<file path="src/rtl/keyframe_color_interpolator_defines.svh">
// ----------------------------------------------------------------------------
// keyframe color interpolator assertion macros
// shared concurrent assertion forms, compiled out when ASSERT_OFF is set
// ----------------------------------------------------------------------------
`ifndef KEYFRAME_COLOR_INTERPOLATOR_DEFINES_SVH
`define KEYFRAME_COLOR_INTERPOLATOR_DEFINES_SVH

`ifndef ASSERT_OFF
`define KCI_ASSERT_SAME(label, clk, rst_n, ante, cons) \
    label: assert property (@(posedge clk) disable iff (!rst_n) (ante) |-> (cons)) \
        else $error("assertion failed");
`define KCI_ASSERT_NEXT(label, clk, rst_n, ante, cons) \
    label: assert property (@(posedge clk) disable iff (!rst_n) (ante) |=> (cons)) \
        else $error("assertion failed");
`else
`define KCI_ASSERT_SAME(label, clk, rst_n, ante, cons)
`define KCI_ASSERT_NEXT(label, clk, rst_n, ante, cons)
`endif

`endif

</file>
<file path="src/rtl/kci_pkg.sv">
// ----------------------------------------------------------------------------
// kci_pkg
// types, constants and control words for the keyframe color interpolator
// ----------------------------------------------------------------------------
`timescale 1ns / 1ps
`default_nettype none

package kci_pkg;

    localparam int MAX_KEYS  = 16;
    localparam int TIME_BITS = 32;

    localparam int KEY_IDX_W = (MAX_KEYS > 1) ? $clog2(MAX_KEYS) : 1;
    localparam int KCNT_W    = $clog2(MAX_KEYS + 1);
    localparam int DW        = TIME_BITS + 1;   // signed time difference
    localparam int PW        = DW + 9;          // channel term product
    localparam int NW        = TIME_BITS + 11;  // numerator of one channel

    localparam logic OP_WRITE = 1'b0;
    localparam logic OP_QUERY = 1'b1;

    typedef struct packed {
        logic        operation;
        logic [3:0]  key_index;
        logic [31:0] key_time;
        logic [31:0] key_argb;
        logic [31:0] current_time;
    } t_in_word;

    typedef struct packed {
        logic [31:0] color_argb;
        logic        zero_duration_error;
    } t_out_word;

    typedef enum logic [1:0] {
        RSEL_SCAN,
        RSEL_LEFT,
        RSEL_RIGHT
    } t_rd_sel;

    typedef enum logic [1:0] {
        OSEL_LEFT,
        OSEL_ERR,
        OSEL_BLEND
    } t_out_sel;

    typedef struct packed {
        logic     wr;
        logic     start;
        logic     rd_en;
        t_rd_sel  rd_sel;
        logic     scan_step;
        logic     latch_l;
        logic     latch_r;
        logic     mul;
        logic     sum;
        logic     chk;
        logic     div;
        logic     next;
        logic     out_load;
        t_out_sel out_sel;
    } t_cmd;

    typedef struct packed {
        logic scan_hit;
        logic scan_last;
        logic left_last;
        logic dur_zero;
        logic early;
        logic div_last;
        logic ch_last;
    } t_sts;

endpackage

`default_nettype wire

</file>
<file path="src/rtl/kci_datapath.sv">
// ----------------------------------------------------------------------------
// kci_datapath
// key tables, scan registers, shared multipliers and serial divider
// ----------------------------------------------------------------------------
`timescale 1ns / 1ps
`default_nettype none

module kci_datapath (
    input  wire logic               i_clk,
    input  wire logic               i_rst_n,
    input  wire kci_pkg::t_in_word  i_in_word,
    input  wire logic               i_cfg_valid,
    input  wire logic [4:0]         i_cfg_data,
    input  wire kci_pkg::t_cmd      i_cmd,
    output kci_pkg::t_sts           o_sts,
    output kci_pkg::t_out_word      o_out_word
);
    import kci_pkg::*;

    logic [TIME_BITS-1:0] r_mem_time [MAX_KEYS];
    logic [31:0]          r_mem_color [MAX_KEYS];

    logic [4:0]           r_key_count;
    logic [KCNT_W-1:0]    r_n;
    logic [TIME_BITS-1:0] r_cur;
    logic [TIME_BITS-1:0] r_rd_time;
    logic [31:0]          r_rd_color;
    logic [KEY_IDX_W-1:0] r_i;
    logic [KEY_IDX_W-1:0] r_left;
    logic [TIME_BITS-1:0] r_tl;
    logic [3:0][7:0]      r_cl;
    logic [3:0][7:0]      r_cr;
    logic signed [DW-1:0] r_dur;
    logic signed [DW-1:0] r_num;
    logic [1:0]           r_ch;
    logic signed [PW-1:0] r_p1;
    logic signed [PW-1:0] r_p2;
    logic signed [NW-1:0] r_nsum;
    logic [NW-1:0]        r_dabs;
    logic [NW-1:0]        r_rem;
    logic [NW-1:0]        r_dsh;
    logic [7:0]           r_q;
    logic [2:0]           r_k;
    logic [3:0][7:0]      r_blend;
    t_out_word            r_out;

    logic [KEY_IDX_W-1:0] rd_addr;
    logic [KCNT_W-1:0]    n_n;
    logic signed [8:0]    s_from;
    logic signed [8:0]    s_diff;
    logic signed [NW-1:0] s_sum;
    logic signed [NW-1:0] s_dur_ext;
    logic                 wr_ok;
    logic                 div_ge;
    logic                 sat;

    assign wr_ok = (32'(i_in_word.key_index) < MAX_KEYS);

    always_comb begin
        unique case (i_cmd.rd_sel)
            RSEL_SCAN:  rd_addr = r_i;
            RSEL_LEFT:  rd_addr = r_left;
            RSEL_RIGHT: rd_addr = r_left + KEY_IDX_W'(1);
            default:    rd_addr = r_i;
        endcase
    end

    always_ff @(posedge i_clk) begin
        if (i_cmd.wr && wr_ok) begin
            r_mem_time[KEY_IDX_W'(i_in_word.key_index)]  <= TIME_BITS'(i_in_word.key_time);
            r_mem_color[KEY_IDX_W'(i_in_word.key_index)] <= i_in_word.key_argb;
        end
        if (i_cmd.rd_en) begin
            r_rd_time  <= r_mem_time[rd_addr];
            r_rd_color <= r_mem_color[rd_addr];
        end
    end

    always_ff @(posedge i_clk) begin
        if (!i_rst_n) begin
            r_key_count <= 5'd1;
        end else if (i_cfg_valid) begin
            r_key_count <= i_cfg_data;
        end
    end

    // zero keys acts as one, too many saturate
    always_comb begin
        if (r_key_count == 5'd0) begin
            n_n = KCNT_W'(1);
        end else if (32'(r_key_count) > MAX_KEYS) begin
            n_n = KCNT_W'(MAX_KEYS);
        end else begin
            n_n = KCNT_W'(r_key_count);
        end
    end

    assign s_from    = $signed({1'b0, r_cl[r_ch]});
    assign s_diff    = $signed({1'b0, r_cr[r_ch]}) - $signed({1'b0, r_cl[r_ch]});
    assign s_sum     = NW'(r_p1) + NW'(r_p2);
    assign s_dur_ext = NW'(r_dur);
    assign sat       = ($unsigned(r_nsum) >= (r_dabs << 8));
    assign div_ge    = (r_rem >= r_dsh);

    always_ff @(posedge i_clk) begin
        if (i_cmd.start) begin
            r_cur  <= TIME_BITS'(i_in_word.current_time);
            r_n    <= n_n;
            r_i    <= '0;
            r_left <= '0;
            r_ch   <= '0;
        end
        if (i_cmd.scan_step) begin
            r_left <= r_i;
            r_i    <= r_i + KEY_IDX_W'(1);
        end
        if (i_cmd.latch_l) begin
            r_tl <= r_rd_time;
            r_cl <= r_rd_color;
        end
        if (i_cmd.latch_r) begin
            r_cr  <= r_rd_color;
            r_dur <= $signed({1'b0, r_rd_time}) - $signed({1'b0, r_tl});
            r_num <= $signed({1'b0, r_cur}) - $signed({1'b0, r_tl});
        end
        if (i_cmd.mul) begin
            r_p1 <= s_from * r_dur;
            r_p2 <= s_diff * r_num;
        end
        // fold the sign of the duration into the numerator
        if (i_cmd.sum) begin
            if (r_dur < 0) begin
                r_nsum <= -s_sum;
                r_dabs <= $unsigned(-s_dur_ext);
            end else begin
                r_nsum <= s_sum;
                r_dabs <= $unsigned(s_dur_ext);
            end
        end
        if (i_cmd.chk) begin
            r_q   <= (r_nsum > 0 && sat) ? 8'd255 : 8'd0;
            r_rem <= $unsigned(r_nsum);
            r_dsh <= r_dabs << 7;
            r_k   <= 3'd7;
        end
        // restoring divide, one quotient bit per cycle
        if (i_cmd.div) begin
            if (div_ge) begin
                r_rem <= r_rem - r_dsh;
            end
            r_q   <= {r_q[6:0], div_ge};
            r_dsh <= r_dsh >> 1;
            r_k   <= r_k - 3'd1;
        end
        if (i_cmd.next) begin
            r_blend[r_ch] <= r_q;
            r_ch          <= r_ch + 2'd1;
        end
        if (i_cmd.out_load) begin
            unique case (i_cmd.out_sel)
                OSEL_LEFT: begin
                    r_out.color_argb          <= r_cl;
                    r_out.zero_duration_error <= 1'b0;
                end
                OSEL_ERR: begin
                    r_out.color_argb          <= r_cl;
                    r_out.zero_duration_error <= 1'b1;
                end
                OSEL_BLEND: begin
                    r_out.color_argb          <= r_blend;
                    r_out.zero_duration_error <= 1'b0;
                end
                default: begin
                    r_out.color_argb          <= r_cl;
                    r_out.zero_duration_error <= 1'b0;
                end
            endcase
        end
    end

    assign o_sts.scan_hit  = (r_rd_time >= r_cur);
    assign o_sts.scan_last = ((KCNT_W'(r_i) + KCNT_W'(1)) == r_n);
    assign o_sts.left_last = ((KCNT_W'(r_left) + KCNT_W'(1)) == r_n);
    assign o_sts.dur_zero  = (r_rd_time == r_tl);
    assign o_sts.early     = (r_nsum <= 0) || sat;
    assign o_sts.div_last  = (r_k == 3'd0);
    assign o_sts.ch_last   = (r_ch == 2'd3);

    assign o_out_word = r_out;

endmodule

`default_nettype wire

</file>
<file path="src/rtl/kci_ctrl.sv">
// ----------------------------------------------------------------------------
// kci_ctrl
// sequencer for key writes, key scan, per-channel blend and result hand-off
// ----------------------------------------------------------------------------
`timescale 1ns / 1ps
`default_nettype none

module kci_ctrl (
    input  wire logic          i_clk,
    input  wire logic          i_rst_n,
    input  wire logic          i_in_valid,
    input  wire logic          i_in_op,
    input  wire logic          i_out_ready,
    input  wire kci_pkg::t_sts i_sts,
    output logic               o_in_ready,
    output logic               o_out_valid,
    output kci_pkg::t_cmd      o_cmd
);
    import kci_pkg::*;

    typedef enum logic [3:0] {
        S_IDLE,
        S_SCAN_RD,
        S_SCAN_CHK,
        S_RD_L,
        S_LAT_L,
        S_LAT_R,
        S_MUL,
        S_SUM,
        S_CHK,
        S_DIV,
        S_NEXT,
        S_EMIT
    } t_state;

    t_state   r_state, n_state;
    t_out_sel r_out_sel, n_out_sel;
    logic     r_out_valid, n_out_valid;
    logic     out_free;

    assign out_free = !r_out_valid || i_out_ready;

    always_comb begin
        n_state     = r_state;
        n_out_sel   = r_out_sel;
        n_out_valid = r_out_valid && !i_out_ready;
        o_cmd       = '0;
        o_cmd.rd_sel  = RSEL_SCAN;
        o_cmd.out_sel = r_out_sel;
        unique case (r_state)
            S_IDLE: begin
                if (i_in_valid) begin
                    if (i_in_op == OP_WRITE) begin
                        o_cmd.wr = 1'b1;
                    end else begin
                        o_cmd.start = 1'b1;
                        n_state     = S_SCAN_RD;
                    end
                end
            end
            S_SCAN_RD: begin
                o_cmd.rd_en = 1'b1;
                n_state     = S_SCAN_CHK;
            end
            S_SCAN_CHK: begin
                if (i_sts.scan_hit) begin
                    n_state = S_RD_L;
                end else begin
                    o_cmd.scan_step = 1'b1;
                    n_state = i_sts.scan_last ? S_RD_L : S_SCAN_RD;
                end
            end
            S_RD_L: begin
                o_cmd.rd_en  = 1'b1;
                o_cmd.rd_sel = RSEL_LEFT;
                n_state      = S_LAT_L;
            end
            S_LAT_L: begin
                o_cmd.latch_l = 1'b1;
                o_cmd.rd_en   = 1'b1;
                o_cmd.rd_sel  = RSEL_RIGHT;
                if (i_sts.left_last) begin
                    n_out_sel = OSEL_LEFT;
                    n_state   = S_EMIT;
                end else begin
                    n_state = S_LAT_R;
                end
            end
            S_LAT_R: begin
                o_cmd.latch_r = 1'b1;
                if (i_sts.dur_zero) begin
                    n_out_sel = OSEL_ERR;
                    n_state   = S_EMIT;
                end else begin
                    n_state = S_MUL;
                end
            end
            S_MUL: begin
                o_cmd.mul = 1'b1;
                n_state   = S_SUM;
            end
            S_SUM: begin
                o_cmd.sum = 1'b1;
                n_state   = S_CHK;
            end
            S_CHK: begin
                o_cmd.chk = 1'b1;
                n_state   = i_sts.early ? S_NEXT : S_DIV;
            end
            S_DIV: begin
                o_cmd.div = 1'b1;
                if (i_sts.div_last) begin
                    n_state = S_NEXT;
                end
            end
            S_NEXT: begin
                o_cmd.next = 1'b1;
                if (i_sts.ch_last) begin
                    n_out_sel = OSEL_BLEND;
                    n_state   = S_EMIT;
                end else begin
                    n_state = S_MUL;
                end
            end
            S_EMIT: begin
                if (out_free) begin
                    o_cmd.out_load = 1'b1;
                    n_out_valid    = 1'b1;
                    n_state        = S_IDLE;
                end
            end
            default: begin
                n_state = S_IDLE;
            end
        endcase
    end

    always_ff @(posedge i_clk) begin
        if (!i_rst_n) begin
            r_state     <= S_IDLE;
            r_out_sel   <= OSEL_LEFT;
            r_out_valid <= 1'b0;
        end else begin
            r_state     <= n_state;
            r_out_sel   <= n_out_sel;
            r_out_valid <= n_out_valid;
        end
    end

    assign o_in_ready  = (r_state == S_IDLE);
    assign o_out_valid = r_out_valid;

endmodule

`default_nettype wire

</file>
<file path="src/rtl/keyframe_color_interpolator.sv">
// timing: a write word is taken in S_IDLE; a query scans the keys (up to 16), reading and
// checking each, reads the left key and, unless it is the last, the right key, then blends
// each color channel by multiply, sum, check and 8-step divide, and loads the result
// throughput: one query at a time; no new word is taken until the query result is loaded
// a finished word waits in the output register while the next word is taken
// reset: synchronous active low, clears control and sets key_count to 1; key tables undefined
// ----------------------------------------------------------------------------
// keyframe_color_interpolator
// piecewise linear ARGB keyframe interpolation with exact integer blend
// ----------------------------------------------------------------------------
`timescale 1ns / 1ps
`default_nettype none
`include "keyframe_color_interpolator_defines.svh"

module keyframe_color_interpolator (
    input  wire logic               i_clk,
    input  wire logic               i_rst_n,
    input  wire logic               i_in_valid,
    output logic                    o_in_ready,
    input  wire kci_pkg::t_in_word  i_in_word,
    output logic                    o_out_valid,
    input  wire logic               i_out_ready,
    output kci_pkg::t_out_word      o_out_word,
    input  wire logic               i_cfg_valid,
    output logic                    o_cfg_ready,
    input  wire logic [4:0]         i_cfg_data
);
    import kci_pkg::*;

    t_cmd cmd;
    t_sts sts;
    logic in_acc_query;
    logic in_acc_write;
    logic out_held;

    assign o_cfg_ready = 1'b1;

    kci_ctrl u_ctrl (
        .i_clk       (i_clk),
        .i_rst_n     (i_rst_n),
        .i_in_valid  (i_in_valid),
        .i_in_op     (i_in_word.operation),
        .i_out_ready (i_out_ready),
        .i_sts       (sts),
        .o_in_ready  (o_in_ready),
        .o_out_valid (o_out_valid),
        .o_cmd       (cmd)
    );

    kci_datapath u_datapath (
        .i_clk       (i_clk),
        .i_rst_n     (i_rst_n),
        .i_in_word   (i_in_word),
        .i_cfg_valid (i_cfg_valid),
        .i_cfg_data  (i_cfg_data),
        .i_cmd       (cmd),
        .o_sts       (sts),
        .o_out_word  (o_out_word)
    );

    assign in_acc_query = i_in_valid && o_in_ready && (i_in_word.operation == OP_QUERY);
    assign in_acc_write = i_in_valid && o_in_ready && (i_in_word.operation == OP_WRITE);
    assign out_held     = o_out_valid && !i_out_ready && o_in_ready;

    // a query word makes the block busy
    `KCI_ASSERT_NEXT(a_query_busy, i_clk, i_rst_n, in_acc_query, !o_in_ready)
    // a write word leaves the block ready again in the next cycle
    `KCI_ASSERT_NEXT(a_write_quick, i_clk, i_rst_n, in_acc_write, o_in_ready)
    // a write never disturbs a pending result
    `KCI_ASSERT_NEXT(a_write_keeps_out, i_clk, i_rst_n, out_held, o_out_valid)

endmodule

`default_nettype wire
</file>
<file path="config.mk">
export PLATFORM = sky130hd
export DESIGN_NAME = keyframe_color_interpolator
export DESIGN_NICKNAME = d
export VERILOG_FILES = /design/src/rtl/kci_pkg.sv /design/src/rtl/kci_datapath.sv /design/src/rtl/kci_ctrl.sv /design/src/rtl/keyframe_color_interpolator.sv
export VERILOG_INCLUDE_DIRS = /design/src /design/src/rtl
export SDC_FILE = /design/constraint.sdc
export NUM_CORES = 2
export LEC_CHECK = 0
export BUFFER_PORTS_ARGS = -buffer_cell sky130_fd_sc_hd__buf_2
export CAP_MARGIN = 10
export CELL_PAD_IN_SITES_DETAIL_PLACEMENT = 0
export CELL_PAD_IN_SITES_GLOBAL_PLACEMENT = 2
export CORE_ASPECT_RATIO = 0.6
export CORE_MARGIN = 2
export CORE_UTILIZATION = 30
export DETAILED_ROUTE_END_ITERATION = 8
export GPL_TIMING_DRIVEN = 0
export HOLD_SLACK_MARGIN = 0.08
export PLACE_DENSITY = 0.67
export SYNTH_ARGS = -nofsm -noshare
export SYNTH_HDL_FRONTEND = slang
export SYNTH_SLANG_ARGS = --single-unit
</file>
<file path="constraint.sdc">
create_clock -name i_clk -period 17.97 [get_ports i_clk]
set_input_delay 1.797 -clock i_clk [delete_from_list [all_inputs] [get_ports i_clk]]
set_output_delay 1.797 -clock i_clk [all_outputs]
set_load 0.01 [all_outputs]
</file>
==> metrics.yaml <==
outcome: "finished clean"
crit_top_cell: "fa_1"
clkPwrFrac_pct: 28.0
holdBufCountCts: 0
worstPathArrival_ns: 12.93
areaGrowthSynthToFinish_pct: 14.34
viasPerCell: 5.000
clk_pin_slew_worst_paths_ns: 0.07
fin_cells: 10970
drv_cap: 0
synth_edf_count: 1578
coreArea_um2: 297300
placement_rows: 155
die_y_um: 427.4
yosys.area.top_type_share_pct: 52.88
crit_path_end_kind: "register"
syn-cell-area_um2: 89620
final_layout_size_suffix_gt1_share_pct: 11.92
yosysWarnings: 0
track_usage_pct: 18.44
grt_max_degree: 36
htreeDepth: 4
die_area_um2: 303300
fin_crit_sh_pct: 68.86
cp.required_ns: 18.52
clkSinkCount: 1634
crit_type: "reg2reg"
hold_ws_ns: 0.4512
ir_drop_uv: 155.2
p_comb_share_pct: 34.9
wirelength_um: 281500
ant_nets: 0
clkLatencyLatePin_ns: 0.85
cp_slowest_cell: "buf_1"
fin_crit_ns: 12.37
synth_cells: 6416
finalPower_uw: 11880
start_kind: "register"
synth.largest_area_cell: "edfxtp_1"
yosysSeqAreaShare_pct: 54.13
synth_area_per_cell_um2: 13.97
clock_path_buffers: 4
tightest_slew_ns: 1.284
ys_ff_latch: 1634
cts_tree: "built"
fmax_mhz: 80.82
yosys.cell_count.top_type: "edfxtp_1"
vias: 54830
cpPeakStageDelay_ns: 0.86
dp_hpwl_um: 215700
seqPwrFrac_pct: 37.1
swShare_pct: 35.36
root_buffer: "clkbuf_16"
p_sw_uw: 4201
p_int_uw: 7679
finalSetupViolCount: 0
netlist_top_cells_count: "edfxtp_1, inv_1, fa_1, ha_1, nand2_1"
dr.pass1.iters: 5
cp_max_fo: 10
ys.flop_type: "edfxtp_1"
hold_violations: 0
ys_types: 87
slew_headroom_pct: 14.40
min_path_type: "reg2reg"
place_congestion: 0.8956
route.detailed.drc: 0
p_per_area_nw_per_um2: 115.9
cts_setup_buffers: 0
maxSlewViolCount: 0
place_inst: 10680
wl_per_cell_um: 25.67
fillers: 28720
cts_resized: 0
numCtsBuffers: 159
p_leak_uw: 0.03808
grt_antenna_before_repair: 46
portBuffers: 144
ys_top_cells_by_area: "edfxtp_1, fa_1, mux4_2, ha_1, inv_1"
rsz0062_at_grt: "no"
finClkSkew_ns: 0.07030
grt_pass1_vias: 54610
drt_iter0_markers: 5997
layout.nets: 7810
io_pins: 147
grt_first_pass_wirelength_um: 404300
async_flop_share_pct: 0
grt_overflow: 0
start_util_pct: 30.14
setup_tns_ns: 0
die_x_um: 709.6
==> metrics by stage <==
stage	setup WS, ns	instance area (um^2)	utilization (%)
final	5.596	102500	34.47
after global routing	4.793	102400	34.46
after CTS	5.546	102300	34.42
after detailed placement	5.620	97410	32.76
after global placement	3.169	95350	32.07
after floorplan	8.561	89620	-
==> final timing paths <==
kind | to | cells past startpoint | from | slack (ns)
setup / recovery | u_datapath.r_p2[41] | 35 | u_datapath.r_ch[0] | 5.60
hold / removal | u_datapath.r_cl[5] | 0 | u_datapath.r_rd_color[5] | 0.45
setup reg to reg | u_datapath.r_p2[41] | 35 | u_datapath.r_ch[0] | 5.60
hold reg to reg | u_datapath.r_cl[5] | 0 | u_datapath.r_rd_color[5] | 0.45
==> kinds of logic after synthesis <==
logic type | synth area share (%)
DFF | 54.13
and+or+nand+nor | 7.969
AOI/OAI and AO/OA | 6.991
buffers and inverters | 3.664
adders and majority gates | 15.74
muxes | 8.669
xor gates and xnor gates | 2.834
other | 0.008380
==> critical path: cells and delay by family (launching register included) <==
kind / cells / cell delay [ns]
buffers and inverters: 6 / 2.16
XOR/XNOR: 2 / 0.45
adder cells (fa/ha/maj): 7 / 3.24
AO/OA/AOI/OAI: 14 / 3.92
AND/OR/NAND/NOR: 5 / 1.25
multiplexers: 1 / 0.66
flip-flops: 1 / 0.38
==> final cells by class <==
cell class              instances  area [um^2]  share of cell area, %
clock inverters                83        773.2                 0.7546
multi-input cells            3918        38030                  37.12
plain buffers                 255        992.2                 0.9683
inverters                     611         2296                  2.241
repair buffers                261         2681                  2.617
diodes                         11        27.53                0.02686
flip-flops and latches       1634        48510                  47.34
clock buffers                 191         4151                  4.051
well taps                    4003         5009                  4.888
==> registers in the layout (all words and copies together) (netlist names), 33 cells and up <==
name                    flops
u_datapath.o_out_word      33
u_datapath.r_dabs          36
u_datapath.r_dsh           43
u_datapath.r_dur           33
u_datapath.r_mem_color    512
u_datapath.r_mem_time     512
u_datapath.r_nsum          43
u_datapath.r_num           33
u_datapath.r_p1            42
u_datapath.r_p2            42
u_datapath.r_rem           43
==> per-layer routing <==
metal	vias up	share of wire, %	GRT usage [%]
li1	24180	-	-
met1	28500	52	30.82
met2	1914	38	24.45
met3	236	8.3	3.739
met4	6	1.1	2.306
met5	-	0.012	0
==> layout by cell type, fill, tap and decap left out, drive strengths merged, types with 16 or more instances in the layout <==
master	count
a211oi	88
a21o	129
a21oi	278
a22o	34
a31oi	26
and2	327
and3	25
buf	315
clkbuf	392
clkinv	60
dfxtp	56
edfxtp	1578
fa	447
ha	412
inv	616
mux2i	163
mux4	272
nand2	334
nand2b	103
nand3	53
nand4	41
nor2	213
nor2b	122
nor3	49
nor4	23
o21a	35
o21ai	192
o21bai	32
o31ai	29
or2	16
or3	25
xnor2	214
xor2	76
==> power by group through the flow <==
stage / sequential, uW / combinational [uW] / clock [uW]
after floorplan: 4470 / 2500 / 0
after global placement: 4490 / 4030 / 0
after detailed placement: 4490 / 4040 / 0
after CTS: 4400 / 4090 / 3400
after global routing: 4400 / 4590 / 3550
final: 4400 / 4150 / 3330
(Power assumes the default switching activity.)
